[config.mk]
export PLATFORM = sky130hd
export DESIGN_NAME = fssa_ctrl
export DESIGN_NICKNAME = d
export VERILOG_FILES = /design/src/rtl/core/fssa_pkg.sv /design/src/rtl/core/fssa_ctrl.sv
export SDC_FILE = /design/constraint.sdc
export NUM_CORES = 1
export LEC_CHECK = 0
export BUFFER_PORTS_ARGS = -buffer_cell sky130_fd_sc_hd__buf_2
export CORE_AREA = 2 2 39 41
export CTS_CLUSTER_SIZE = 14
export DETAILED_ROUTE_END_ITERATION = 10
export DIE_AREA = 0 0 41 43
export PLACE_DENSITY = 0.39
export SLEW_MARGIN = 10
export SYNTH_ARGS = -nofsm -noshare
export SYNTH_HDL_FRONTEND = slang
export SYNTH_SLANG_ARGS = --single-unit
[constraint.sdc]
create_clock -name clk -period 1 [get_ports clk]
set_input_delay 0.25 -clock clk [delete_from_list [all_inputs] [get_ports clk]]
set_output_delay 0.25 -clock clk [all_outputs]
set_load 0.01 [all_outputs]
[src/rtl/core/fssa_pkg.sv]
// Shared types, constants and helpers for the fixed-size slab allocator.
package fssa_pkg;

  localparam int MAX_SLABS          = 64;
  localparam int MAX_ITEMS_PER_SLAB = 128;
  localparam int STACK_DEPTH        = MAX_SLABS * MAX_ITEMS_PER_SLAB;

  localparam int SLAB_W   = (MAX_SLABS > 1) ? $clog2(MAX_SLABS) : 1;
  localparam int IPB_W    = $clog2(MAX_ITEMS_PER_SLAB + 1);
  localparam int ADDR_W   = (STACK_DEPTH > 1) ? $clog2(STACK_DEPTH) : 1;
  localparam int TOP_W    = ADDR_W + 1;
  localparam int HANDLE_W = 13;
  localparam int COUNT_W  = 14;
  localparam int SIZE_W   = 16;
  localparam int CFG_IPB_W = 8;
  localparam int BYTES_W  = 32;
  localparam int STATUS_W = 3;
  localparam int APB_AW   = 4;
  localparam int APB_DW   = 32;

  typedef enum logic [STATUS_W-1:0] {
    ST_OK      = 3'd0,
    ST_LIMIT   = 3'd1,
    ST_NO_SLAB = 3'd2,
    ST_BAD_HDL = 3'd3,
    ST_FULL    = 3'd4
  } status_t;

  typedef enum logic {
    OP_ALLOC = 1'b0,
    OP_FREE  = 1'b1
  } op_t;

  typedef enum logic [1:0] {
    REG_ITEM_SIZE  = 2'd0,
    REG_ITEMS_SLAB = 2'd1,
    REG_MEM_LIMIT  = 2'd2,
    REG_STATS_EN   = 2'd3
  } reg_idx_t;

  typedef enum logic [1:0] {
    S_IDLE,
    S_CALC,
    S_DECIDE,
    S_OUT
  } state_t;

  typedef struct packed {
    logic [SIZE_W-1:0]  item_size;
    logic [IPB_W-1:0]   ipb;
    logic [BYTES_W-1:0] mem_limit;
    logic               stats_en;
  } cfg_t;

  typedef struct packed {
    logic capture;
    logic calc;
    logic decide;
    logic load_out;
  } cmd_t;

  // Clamp the slab size setting into 1 .. MAX_ITEMS_PER_SLAB.
  function automatic logic [IPB_W-1:0] eff_ipb(input logic [CFG_IPB_W-1:0] raw);
    logic [IPB_W-1:0] res;
    if (raw == '0) begin
      res = IPB_W'(1);
    end else if (32'(raw) > MAX_ITEMS_PER_SLAB) begin
      res = IPB_W'(MAX_ITEMS_PER_SLAB);
    end else begin
      res = IPB_W'(raw);
    end
    return res;
  endfunction

endpackage

[src/rtl/core/fssa_ctrl.sv]
// Sequencer: steps one transaction through capture, calc, decide and output.
module fssa_ctrl (
  input  logic            clk,
  input  logic            rst_n,
  input  logic            in_valid,
  output logic            in_stall,
  output logic            out_valid,
  input  logic            out_stall,
  output fssa_pkg::cmd_t  cmd
);

  fssa_pkg::state_t state_r, state_nxt;
  logic             out_valid_r, out_valid_nxt;
  logic             out_free;

  assign out_free  = !out_valid_r || !out_stall;
  assign in_stall  = (state_r != fssa_pkg::S_IDLE);
  assign out_valid = out_valid_r;

  always_ff @(posedge clk) begin
    if (!rst_n) begin
      state_r     <= fssa_pkg::S_IDLE;
      out_valid_r <= 1'b0;
    end else begin
      state_r     <= state_nxt;
      out_valid_r <= out_valid_nxt;
    end
  end

  always_comb begin
    state_nxt     = state_r;
    out_valid_nxt = out_valid_r && out_stall;
    cmd           = '0;
    unique case (state_r)
      fssa_pkg::S_IDLE: begin
        if (in_valid) begin
          cmd.capture = 1'b1;
          state_nxt   = fssa_pkg::S_CALC;
        end
      end
      fssa_pkg::S_CALC: begin
        cmd.calc  = 1'b1;
        state_nxt = fssa_pkg::S_DECIDE;
      end
      fssa_pkg::S_DECIDE: begin
        cmd.decide = 1'b1;
        state_nxt  = fssa_pkg::S_OUT;
      end
      fssa_pkg::S_OUT: begin
        // hold until the output register is free
        if (out_free) begin
          cmd.load_out  = 1'b1;
          out_valid_nxt = 1'b1;
          state_nxt     = fssa_pkg::S_IDLE;
        end
      end
      default: state_nxt = fssa_pkg::S_IDLE;
    endcase
  end

`ifndef SYNTHESIS
  a_accept_to_calc: assert property (@(posedge clk) disable iff (!rst_n)
    (in_valid && !in_stall) |=> (state_r == fssa_pkg::S_CALC))
    else $error("accepted transaction did not enter calc");

  a_out_loaded: assert property (@(posedge clk) disable iff (!rst_n)
    (state_r == fssa_pkg::S_OUT && out_free) |=> (out_valid_r && state_r == fssa_pkg::S_IDLE))
    else $error("result not loaded from output state");

  a_rise_from_out: assert property (@(posedge clk) disable iff (!rst_n)
    $rose(out_valid_r) |-> $past(state_r == fssa_pkg::S_OUT))
    else $error("result appeared outside output state");
`endif

endmodule

==> Word-level counts from Yosys, hierarchy flattened <==
Index checks and enable logic that the tools add are counted.
{ "totals": {"output_inout_bits": 6, "reg_bits": 3} }
{ "op_classes": {"n_reduce_logical": 7, "n_mux": 11, "n_eq_ne": 5} }
{ "ops": {"columns": ["operator", "count"], "rows": [
  ["$mux 1", 8],
  ["$pmux 2 s4", 1],
  ["$eq 2x2->1 const B", 2],
  ["$mux 2", 2],
  ["$ne 2x2->1 const B", 2],
  ["$eq 2x1->1 const B", 1],
  ["$logic_not 1->1", 2],
  ["$logic_not 2->1", 1],
  ["$reduce_and 2->1", 1],
  ["$reduce_bool 2->1", 1],
  ["$logic_and 1x1->1", 1],
  ["$logic_or 1x1->1", 1]
]} }

==> Longest topological paths before layout <==
{ "logic_depth": {"ltp_word": 4, "ltp_mapped": 5, "mapped_depth_nobuf": 5} }

==> Worst setup path after synthesis <==
Ideal clock, no wire load.
{ "synth_path": {"path_type": "reg2reg", "startpoint": "register state_r[0]", "endpoint": "register state_r[0]", "arrival_ns": 1.053, "setup_ns": 0.072, "stages_incl_launch_ff": 6, "path_slack_ns": -0.125, "t_required_ns": 0.928, "path_cell_list": "dfxtp_1 inv_1 ha_1 inv_1 o21a_1 mux2i_1"} }
{ "synth_via": {"elab_chain_len": 3, "word_cells_on_any_way": 8} }
{ "synth_lines": {"columns": ["element", "line_no", "rtl"], "rows": [
  ["start: declaration", "fssa_ctrl.sv:12", "fssa_pkg::state_t state_r, state_nxt;"],
  ["start signal: assignment", "fssa_ctrl.sv:22", "state_r <= fssa_pkg::S_IDLE;"],
  ["start signal: assignment", "fssa_ctrl.sv:25", "state_r <= state_nxt;"],
  ["$eq 2x2->1 or $logic_not 2->1 (tied branches)", "fssa_ctrl.sv:34", "unique case (state_r)"],
  ["$ne 2x2->1 (no source line)", null, null],
  ["$reduce_and 2->1 (no source line)", null, null]
]} }
Parallel ways exist; a longest one is shown, timed or not.
A chain may end at the register's enable or synchronous reset.

==> results.toml <==
[critical_path]
worstReg2RegStart = "state_r[0]"
regToRegSetupSlack_ps = -130
critPathKind = "reg -> out"
endpoint_kind = "output port"
crit_chain = "inv_2 > ha_4 > and2_4 > buf_6"
cpPeakStageDelay_ps = 340
required_ps = 750
startpoint_type = "flop"
startpoint = "state_r[0]"
reg2reg_to = "state_r[1]"
cp_max_fo = 3
crit_arrival_ps = 1040
r2r_cells = 6
crit_slowest_cell = "dfxtp_2"

[drt]
avgViaCountPerCell = 3.737
wirelength_um = 489
firstDrtPassIters = 1
ant_nets = 0
wl_per_cell_um = 8.579
vias = 213
initialDrtViolationCount = 0
drc_errors = 0

[grt]
grt_pass1_wl_um = 855
grt_max_degree = 6
grt-ovfl-total = 0
antenna_found_initial = 0
track_usage_pct = 7.723
first_global_vias = 243

[hold_path]
whs_endpoint = "state_r[0]"
whs_path_depth = 3
worstHoldStart = "rst_n"
hold_path.class = "in -> reg"

[timing]
fmax_mhz = 773.6
timing.final.ws_setup_ps = -292.7
relSlewSlack_pct = 92.20
fin_crit_sh_pct = 129.3
skew_ps = 1.080
worst_pin_slew_ps = 113.7
period_needed_ps = 1293
slew_violations = 0
setup_violations = 7
rsz0062_at_grt = "true"
hold_violations = 0
whs_ps = 300.7

[pwr]
power_mw = 1.131
switchingPower_mw = 0.3877
p_sw_share_pct = 34.27
power_density_nw_per_um2 = 2707
p_int_mw = 0.7435
leakage_nw = 0.1919
seqPwrFrac_pct = 17.5
clkPwrFrac_pct = 18.8
comb_power_share_pct = 63.8
peakVddDrop_v = 0.0006227

[synth]
syn_area_um2 = 209.0
ys_ff_latch = 3
synthCells = 23
yosys_warnings = 0
ys_types = 12
synth.net_count = 32
yosysSeqAreaShare_pct = 28.74
avgSynthCellArea_um2 = 9.085

[layout]
final_area_um2 = 417.9
area_growth_pct = 100.0
fin_nets = 51
drive_gt1_share_pct = 75.61
antenna_cells = 0
fillers = 153

[place]
dpl.hpwl_um = 393.9
portBuffers = 9
placed_area_um2 = 317.8
routabilityCongestion = 0.6532

[die]
die_h_um = 43
core-area_um2 = 1384
ioPinCount = 10
row_count = 14
fp.dieW_um = 41
initial_core_util_pct = 15.10
die_area_um2 = 1763

[clocking]
cts.sinks = 3
cts_tree = "yes"
cts_max_path_buffers = 2
root_buffer = "clkbuf_4"
cts_buffers = 3
cts_htree_levels = 1
path_clk_slew_ps = 40
insertion_delay_ps = 230
cts-hold-fix-buffers = 0

[outcome]
violations = "setup timing"
outcome = "finished, violations left"

[run]
maxCapViolCount = 0
[final cells by class]
cell class / count / area, um2 / share of cell area [%]
clock buffer: 4 / 26.28 / 6.287
sequential: 3 / 63.81 / 15.27
tap: 16 / 20.02 / 4.790
multi-input combinational: 17 / 178.9 / 42.81
timing repair buffer: 14 / 115.1 / 27.54
inverter: 3 / 13.76 / 3.293
[placed cells by master (no fill, tap or decap)]
master / n
nor2b_1: 1
clkbuf_4: 3
a21oi_1: 1
a21boi_2: 1
o21ai_2: 1
nand3_1: 1
clkbuf_1: 1
o21a_1: 1
dfxtp_2: 3
nand2_1: 3
inv_4: 1
and2_4: 1
mux2i_1: 2
inv_2: 2
buf_2: 5
ha_4: 2
ha_2: 3
buf_4: 3
buf_6: 6
[flip-flops by register name, indices dropped and copies added (netlist names)]
name,flops
out_valid,1
state_r,2
[Yosys cell counts]
| cell | n | share of area, % |
|---|---|---|
| o21ai_0 | 1 | 2.4 |
| a21boi_0 | 1 | 3.6 |
| inv_1 | 3 | 5.4 |
| o21a_1 | 1 | 3.6 |
| nor2b_1 | 1 | 3.0 |
| dfxtp_1 | 3 | 29 |
| a21oi_1 | 1 | 2.4 |
| mux2i_1 | 2 | 9.6 |
| ha_1 | 5 | 30 |
| nand2_1 | 3 | 5.4 |
| nand3_1 | 1 | 2.4 |
| and2_2 | 1 | 3.6 |
[worst max path at each step]
stage               depth (start not counted)  slack [ps]         end
floorplan                                   5         -10  state_r[0]
global placement                            4        -100      cmd[3]
detailed placement                          4        -110      cmd[3]
CTS                                         4        -300      cmd[3]
global route                                3        -350      cmd[0]
finish                                      4        -290      cmd[3]
[stage by stage]
stage / setup slack (ps) / TNS, ps / util [%] / std cells
floorplan: -10.26 / -17.34 / - / 23
global placement: -101.6 / -396.3 / 22.97 / 51
detailed placement: -113.4 / -412.3 / 22.97 / 51
CTS: -304.8 / -1626 / 29.11 / 57
global route: -345.5 / -1911 / 30.20 / 57
finish: -292.7 / -1505 / 30.20 / 57
[what timing repair did]
| action | 4_1_cts | 5_1_grt |
|---|---|---|
| endpoints found under the setup margin | 8 | 7 |
| setup buffers | 2 | 0 |
| endpoints found under the hold margin | 0 | 0 |
| pin swaps | 4 | 1 |
| resized for setup | 11 | 4 |
[critical path, delay by kind of cell (launching register included)]
kind,cells,cell delay [ps]
adder cells (fa/ha/maj),1,170
buffers and inverters,2,170
flip-flops,1,340
AND/OR/NAND/NOR,1,130
[power by group through the flow]
stage / Sequential, mW / Combinational (mW) / Clock (mW)
after floorplan: 0.201 / 0.293 / 0
after global placement: 0.198 / 0.475 / 0
after detailed placement: 0.198 / 0.499 / 0
after CTS: 0.199 / 0.701 / 0.223
after global routing: 0.204 / 0.811 / 0.239
final: 0.198 / 0.721 / 0.212
[cell families after synthesis]
group	share of synthesized area (%)
buf+inv	5.389
simple gates	14.37
mux	9.581
flops	28.74
compound gates	11.97
fa+ha+maj	29.94
[layer usage]
| layer | wire [um] | vias up | share of wire (%) | track usage [%] |
|---|---|---|---|---|
| met5 | 0 | - | 0 | 0 |
| met4 | 0 | 0 | 0 | 4.000 |
| met3 | 40 | 0 | 8.2 | 4.712 |
| met2 | 303 | 6 | 62 | 14.06 |
| met1 | 145 | 96 | 30 | 5.449 |
| li1 | - | 111 | - | - |
(Power assumes the default switching activity.)
