==> config.mk <==
export PLATFORM = sky130hd
export DESIGN_NAME = fssa_regs
export DESIGN_NICKNAME = d
export VERILOG_FILES = /design/src/rtl/core/fssa_pkg.sv /design/src/rtl/core/fssa_regs.sv
export SDC_FILE = /design/constraint.sdc
export NUM_CORES = 1
export LEC_CHECK = 0
export BUFFER_PORTS_ARGS = -buffer_cell sky130_fd_sc_hd__buf_2
export CAP_MARGIN = 20
export CORE_AREA = 2 2 81 83
export DETAILED_ROUTE_END_ITERATION = 12
export DIE_AREA = 0 0 83 85
export GPL_ROUTABILITY_DRIVEN = 0
export GPL_TIMING_DRIVEN = 0
export PLACE_DENSITY = 0.85
export SLEW_MARGIN = 15
export SYNTH_ARGS = -nofsm -noshare
export SYNTH_HDL_FRONTEND = slang
export SYNTH_SLANG_ARGS = --single-unit
==> constraint.sdc <==
create_clock -name clk -period 2.1 [get_ports clk]
set_clock_uncertainty 0.15 [all_clocks]
set_input_delay 0.21 -clock clk [delete_from_list [all_inputs] [get_ports clk]]
set_output_delay 0.21 -clock clk [all_outputs]
set_load 0.01 [all_outputs]
==> src/rtl/core/fssa_pkg.sv <==
// Shared types, constants and helpers for the fixed-size slab allocator.
package fssa_pkg;

  localparam int MAX_SLABS          = 64;
  localparam int MAX_ITEMS_PER_SLAB = 128;
  localparam int STACK_DEPTH        = MAX_SLABS * MAX_ITEMS_PER_SLAB;

  localparam int SLAB_W   = (MAX_SLABS > 1) ? $clog2(MAX_SLABS) : 1;
  localparam int IPB_W    = $clog2(MAX_ITEMS_PER_SLAB + 1);
  localparam int ADDR_W   = (STACK_DEPTH > 1) ? $clog2(STACK_DEPTH) : 1;
  localparam int TOP_W    = ADDR_W + 1;
  localparam int HANDLE_W = 13;
  localparam int COUNT_W  = 14;
  localparam int SIZE_W   = 16;
  localparam int CFG_IPB_W = 8;
  localparam int BYTES_W  = 32;
  localparam int STATUS_W = 3;
  localparam int APB_AW   = 4;
  localparam int APB_DW   = 32;

  typedef enum logic [STATUS_W-1:0] {
    ST_OK      = 3'd0,
    ST_LIMIT   = 3'd1,
    ST_NO_SLAB = 3'd2,
    ST_BAD_HDL = 3'd3,
    ST_FULL    = 3'd4
  } status_t;

  typedef enum logic {
    OP_ALLOC = 1'b0,
    OP_FREE  = 1'b1
  } op_t;

  typedef enum logic [1:0] {
    REG_ITEM_SIZE  = 2'd0,
    REG_ITEMS_SLAB = 2'd1,
    REG_MEM_LIMIT  = 2'd2,
    REG_STATS_EN   = 2'd3
  } reg_idx_t;

  typedef enum logic [1:0] {
    S_IDLE,
    S_CALC,
    S_DECIDE,
    S_OUT
  } state_t;

  typedef struct packed {
    logic [SIZE_W-1:0]  item_size;
    logic [IPB_W-1:0]   ipb;
    logic [BYTES_W-1:0] mem_limit;
    logic               stats_en;
  } cfg_t;

  typedef struct packed {
    logic capture;
    logic calc;
    logic decide;
    logic load_out;
  } cmd_t;

  // Clamp the slab size setting into 1 .. MAX_ITEMS_PER_SLAB.
  function automatic logic [IPB_W-1:0] eff_ipb(input logic [CFG_IPB_W-1:0] raw);
    logic [IPB_W-1:0] res;
    if (raw == '0) begin
      res = IPB_W'(1);
    end else if (32'(raw) > MAX_ITEMS_PER_SLAB) begin
      res = IPB_W'(MAX_ITEMS_PER_SLAB);
    end else begin
      res = IPB_W'(raw);
    end
    return res;
  endfunction

endpackage

==> src/rtl/core/fssa_regs.sv <==
// Configuration register file behind the APB-style port.
module fssa_regs (
  input  logic                         clk,
  input  logic                         rst_n,
  input  logic                         psel,
  input  logic                         penable,
  input  logic                         pwrite,
  input  logic [fssa_pkg::APB_AW-1:0]  paddr,
  input  logic [fssa_pkg::APB_DW-1:0]  pwdata,
  output logic [fssa_pkg::APB_DW-1:0]  prdata,
  output logic                         pready,
  output fssa_pkg::cfg_t               cfg
);

  logic [fssa_pkg::SIZE_W-1:0]    item_size_r;
  logic [fssa_pkg::CFG_IPB_W-1:0] ipb_r;
  logic [fssa_pkg::BYTES_W-1:0]   limit_r;
  logic                           stats_r;
  fssa_pkg::reg_idx_t             idx;
  logic                           wr_en;

  assign pready = 1'b1;
  assign idx    = fssa_pkg::reg_idx_t'(paddr[3:2]);
  assign wr_en  = psel && penable && pwrite && pready;

  always_ff @(posedge clk) begin
    if (!rst_n) begin
      item_size_r <= fssa_pkg::SIZE_W'(16);
      ipb_r       <= fssa_pkg::CFG_IPB_W'(32);
      limit_r     <= '0;
      stats_r     <= 1'b0;
    end else if (wr_en) begin
      unique case (idx)
        fssa_pkg::REG_ITEM_SIZE:  item_size_r <= pwdata[fssa_pkg::SIZE_W-1:0];
        fssa_pkg::REG_ITEMS_SLAB: ipb_r       <= pwdata[fssa_pkg::CFG_IPB_W-1:0];
        fssa_pkg::REG_MEM_LIMIT:  limit_r     <= pwdata[fssa_pkg::BYTES_W-1:0];
        fssa_pkg::REG_STATS_EN:   stats_r     <= pwdata[0];
        default: ;
      endcase
    end
  end

  always_comb begin
    unique case (idx)
      fssa_pkg::REG_ITEM_SIZE:  prdata = fssa_pkg::APB_DW'(item_size_r);
      fssa_pkg::REG_ITEMS_SLAB: prdata = fssa_pkg::APB_DW'(ipb_r);
      fssa_pkg::REG_MEM_LIMIT:  prdata = fssa_pkg::APB_DW'(limit_r);
      fssa_pkg::REG_STATS_EN:   prdata = fssa_pkg::APB_DW'(stats_r);
      default:                  prdata = '0;
    endcase
  end

  assign cfg.item_size = item_size_r;
  assign cfg.ipb       = fssa_pkg::eff_ipb(ipb_r);
  assign cfg.mem_limit = limit_r;
  assign cfg.stats_en  = stats_r;

endmodule

Yosys cells after proc, flatten, opt, wreduce, memory -nomap -nowiden
Index checks and enable logic that the tools add are counted.

word-level totals
  input port bits = 41
  output and inout bits = 90
  word-level logic and storage cells = 19
  bits in registers = 57

operators by class
  order comparisons = 1
  reduce and logical (&&, ||, !) cells = 8
  eq/ne operators = 3
  muxes and demuxes = 3

operators with widths
  operator              number
  $pmux W32 S4          1
  $mux W8               2
  $gt A8 B8 Y1 const B  1
  $logic_not A8 Y1      1
  $reduce_and A2 Y1     4
  $eq A2 B2 Y1 const B  2
  $eq A2 B1 Y1 const B  1
  $logic_and A1 B1 Y1   2
  $logic_not A2 Y1      1

Longest topological paths before layout
  word-level depth = 3
  gate-level depth with buffers = 5
  gate-level depth less buffers = 3

Worst setup path after synthesis
OpenSTA, ideal clock, no wires.

  kind = input to output
  from = in paddr[2] (netlist name)
  to = out prdata[16] (netlist name)
  data arrival time = 0.991 ns
  cell stages on the path = 4
  path buffers = 2
  setup slack = 0.749 ns
  data required time = 1.740 ns
  path through = buf_4 > and2b_1 > clkbuf_1 > and2_1

between the ends
  longest elaborated chain between the ends = 2
  elaborated cells on any way between the ends = 5
  classes of those cells = eq/ne: 3; mux: 1; reduce/logical: 1

ends and longest elaborated chain
  element                               line             text
  from (decl)                           fssa_regs.sv:8   input logic [fssa_pkg::APB_AW-1:0] paddr,
  $eq A2 B2 Y1 (tied with other cells)  fssa_regs.sv:44  unique case (idx)
  $pmux W32 S4 (*)                      fssa_regs.sv:44
  to (decl)                             fssa_regs.sv:10  output logic [fssa_pkg::APB_DW-1:0] prdata,

Every way passes the cells marked *; elsewhere a longest branch is shown, timed or not.

Worst setup path in the final report
  from = in paddr[2] (netlist name)
  to = out prdata[30] (netlist name)

The elaborated chain is that of the path after synthesis.

==> summary.md <==
| Metric | Value |
|---|---|
| P&R area growth vs syn | `41.1%` |
| CP most frequent cell | `buf_2` |
| Placed cells | `505` |
| Final WL | `around 8500 um` |
| Commonest cells after routing, fill and taps aside | `buf_2, nand2_1, mux2i_1` |
| Sw frac | `a little under a quarter` |
| CTS tree | `done` |
| CP Class | `in -> out` |
| Congestion Overflow GR | `0` |
| Hpwl dp | `about 5700 um` |
| Die span in x | `83 um` |
| Reg power frac | `a little under half` |
| Avg WL per Cell | `around 16 um` |
| WP buf/inv | `4` |
| Power Dens Cells | `approximately 630 nW/um2` |
| Die Ht | `about 85 um` |
| CTS buffer count | `9` |
| CP top delay family | `buffers and inverters` |
| Layout cells sized above 1 | `34.2%` |
| I/O Pins | `131` |
| Ys Warns | `0` |
| Combinational share of power | `between 10% and 20%` |
| Post-route setup TNS | `0 ps` |
| Final Critical Period | `between 1500 and 2000 ps` |
| Final worst-path cycle share | `88.4%` |
| Dpl cell area | `between 3000 and 4000 um2` |
| Cell Area, Synth | `roughly 2700 um2` |
| Netlist cell types | `22` |
| Number of max-cap violations | `0` |
| Final setup vio count | `0` |
| Buffers on Ports | `around 130` |
| Psw | `571 uW` |
| TritonCTS Sinks | `57` |
| CP max-delay cell | `clkbuf_1` |
| Worst-path fanout max | `10` |
| Filler Cell Count | `roughly 540` |
| Number of cell rows | `29` |
| Sequential-to-total area share from yosys stat | `between 40% and 50%` |
| Nets | `~500` |
| Overall Global Routing Usage | `23.6%` |
| CORE AREA | `6200 um2` |
| Via density | `5.03` |
| Root Buffer | `clkbuf_8` |
| Syn nets | `343` |
| Hold Violations, Final | `0` |
| Crit path launch type | `input port` |
| Clk slew on worst S/H paths | `about 70 ps` |
| Max_slew headroom | `between 60 and 70%` |
| Die area | `7060 um2` |
| Post-synthesis cell count | `302` |
| CP max stage delay | `between 300 and 400 ps` |
| Data required, critical path | `around 1700 ps` |
| Worst hold path type | `in -> reg` |
| Commonest non-fill, non-tap cell in the layout | `buf_2` |
| P_leak | `around 0.0019 uW` |
| Initial core utilization | `43.7%` |
| Non-filler cells, final | `approximately 540` |
| Post-CTS Resized | `0` |
| CTS max path bufs | `2` |
| Post-DRT Antenna Nets | `0` |
| Drt drc | `0` |
| Crit path arrival time | `1500 ps` |
| Max Slew Vio Count | `0` |
| Cell chain of the critical path | `buf_2 -> buf_4 -> and2b_1 -> clkbuf_1 -> and2_1 -> buf_2` |
| Final worst setup slack | `243 ps` |
| First-pass GRT wire length | `13000 um` |
| CP Capture Type | `output pin` |
| Worst VDD drop | `~0.45 mV` |
| Clock power frac | `roughly 44%` |
| Via count | `around 2700` |
| Final instance area | `about 3800 um2` |
| Max Freq | `roughly 540 MHz` |
| Seq cells post-synth | `57` |
| Total power | `2420 uW` |
| Pre-CTS WS | `~290 ps` |
| Worst Tran Pin Value | `600 ps` |
| Initial antenna violation count | `0` |
| Clock latency at the later pin of the worst-skew pair | `between 300 and 400 ps` |
| N_diodes | `0` |
| Syn Area/Cell | `approximately 9.0 um2` |
| H-tree depth | `3` |
| Vias in the first global route | `between 2000 and 3000` |
| Status | `complete, no violations` |
| Number of DRC markers in iteration 0 | `130` |
| Largest net degree at the start of global routing | `11` |
| DR pass1 iterations | `4` |
| RSZ-0062 raised after global routing | `no` |
| Internal power | `around 1800 uW` |
[stage by stage]
step	utilization (%)	hold WS, ps
6_report	61.6	4.91
5_1_grt	61.6	5.54
4_1_cts	61.6	1.63
3_5_place_dp	55.4	311
3_3_place_gp	55.4	300
2_1_floorplan	-	202
[worst paths after layout]
path                   start               to  slack [ps]  depth (start not counted)
hold reg to reg   limit_r[2]       limit_r[2]         320                          2
setup reg to reg    ipb_r[7]         ipb_r[7]         970                          3
hold / removal    pwdata[14]  item_size_r[14]           5                          3
setup / recovery    paddr[2]       prdata[30]         240                          6
[kinds of logic after synthesis]
logic type             synth area share [%]
AO/OA/AOI/OAI                          2.03
buffers and inverters                  6.00
flip-flops                             42.1
multiplexers                           27.1
other                                 0.138
AND/OR/NAND/NOR                        22.7
[power by group through the flow]
stage          logic (uW)  clock network (uW)  registers, uW
2_1_floorplan         114                   0           1130
3_3_place_gp          209                   0           1130
3_5_place_dp          213                   0           1130
4_1_cts               241                1080           1110
5_1_grt               263                1140           1110
6_report              244                1070           1110
[flip-flops by register name (all words and copies together) (netlist names)]
signal	cells
limit_r	32
ipb_r	8
item_size_r	16
stats_r	1
[per-layer routing]
layer	part of all wire (%)	routed length [um]	vias up	track usage (%)
li1	-	-	1301	-
met1	42	3530	1280	27.2
met2	50	4250	109	42.2
met3	5.5	464	19	4.67
met4	2.7	225	0	11.2
met5	0	0	-	0
[tightest hold or removal path, cell delays in order]
cell     delay [ps]
buf_2           100
nand2_1          70
mux2i_1          70
[cell type report]
class | instances | area (um2) | area share, %
buffer | 26 | 163 | 4.25
clock buffer | 14 | 173 | 4.51
clock inverter | 2 | 35.0 | 0.916
multi-input combinational | 219 | 1410 | 36.8
sequential | 57 | 1140 | 29.8
tap | 77 | 96.3 | 2.52
timing repair buffer | 144 | 811 | 21.2
[timing repair]
action / 4_1_cts / 5_1_grt
endpoints found under the hold margin: 20 / 0
setup buffers: 0 / 0
setup endpoints to repair: 0 / 0
hold buffers: 18 / 0
[synthesized netlist by cell type]
library cell / n / area share [%]
nand2_1: 94 / 13
mux2i_1: 71 / 26
dfxtp_1: 57 / 42
and2_1: 16 / 3.7
clkbuf_1: 12 / 1.7
nor2_1: 10 / 1.4
nor2b_1: 10 / 2.3
o21ai_0: 7 / 1.3
buf_6: 6 / 2.5
buf_2: 4 / 0.74
buf_4: 4 / 1.1
a21oi_1: 1 / 0.18
and2b_1: 1 / 0.28
conb_1: 1 / 0.14
mux4_2: 1 / 0.83
nand3_2: 1 / 0.37
nor3_4: 1 / 0.60
nor3b_2: 1 / 0.46
nor4_1: 1 / 0.23
o211ai_1: 1 / 0.28
o31ai_1: 1 / 0.28
or3b_1: 1 / 0.32
Note: power is estimated with default switching activity, not from simulation.
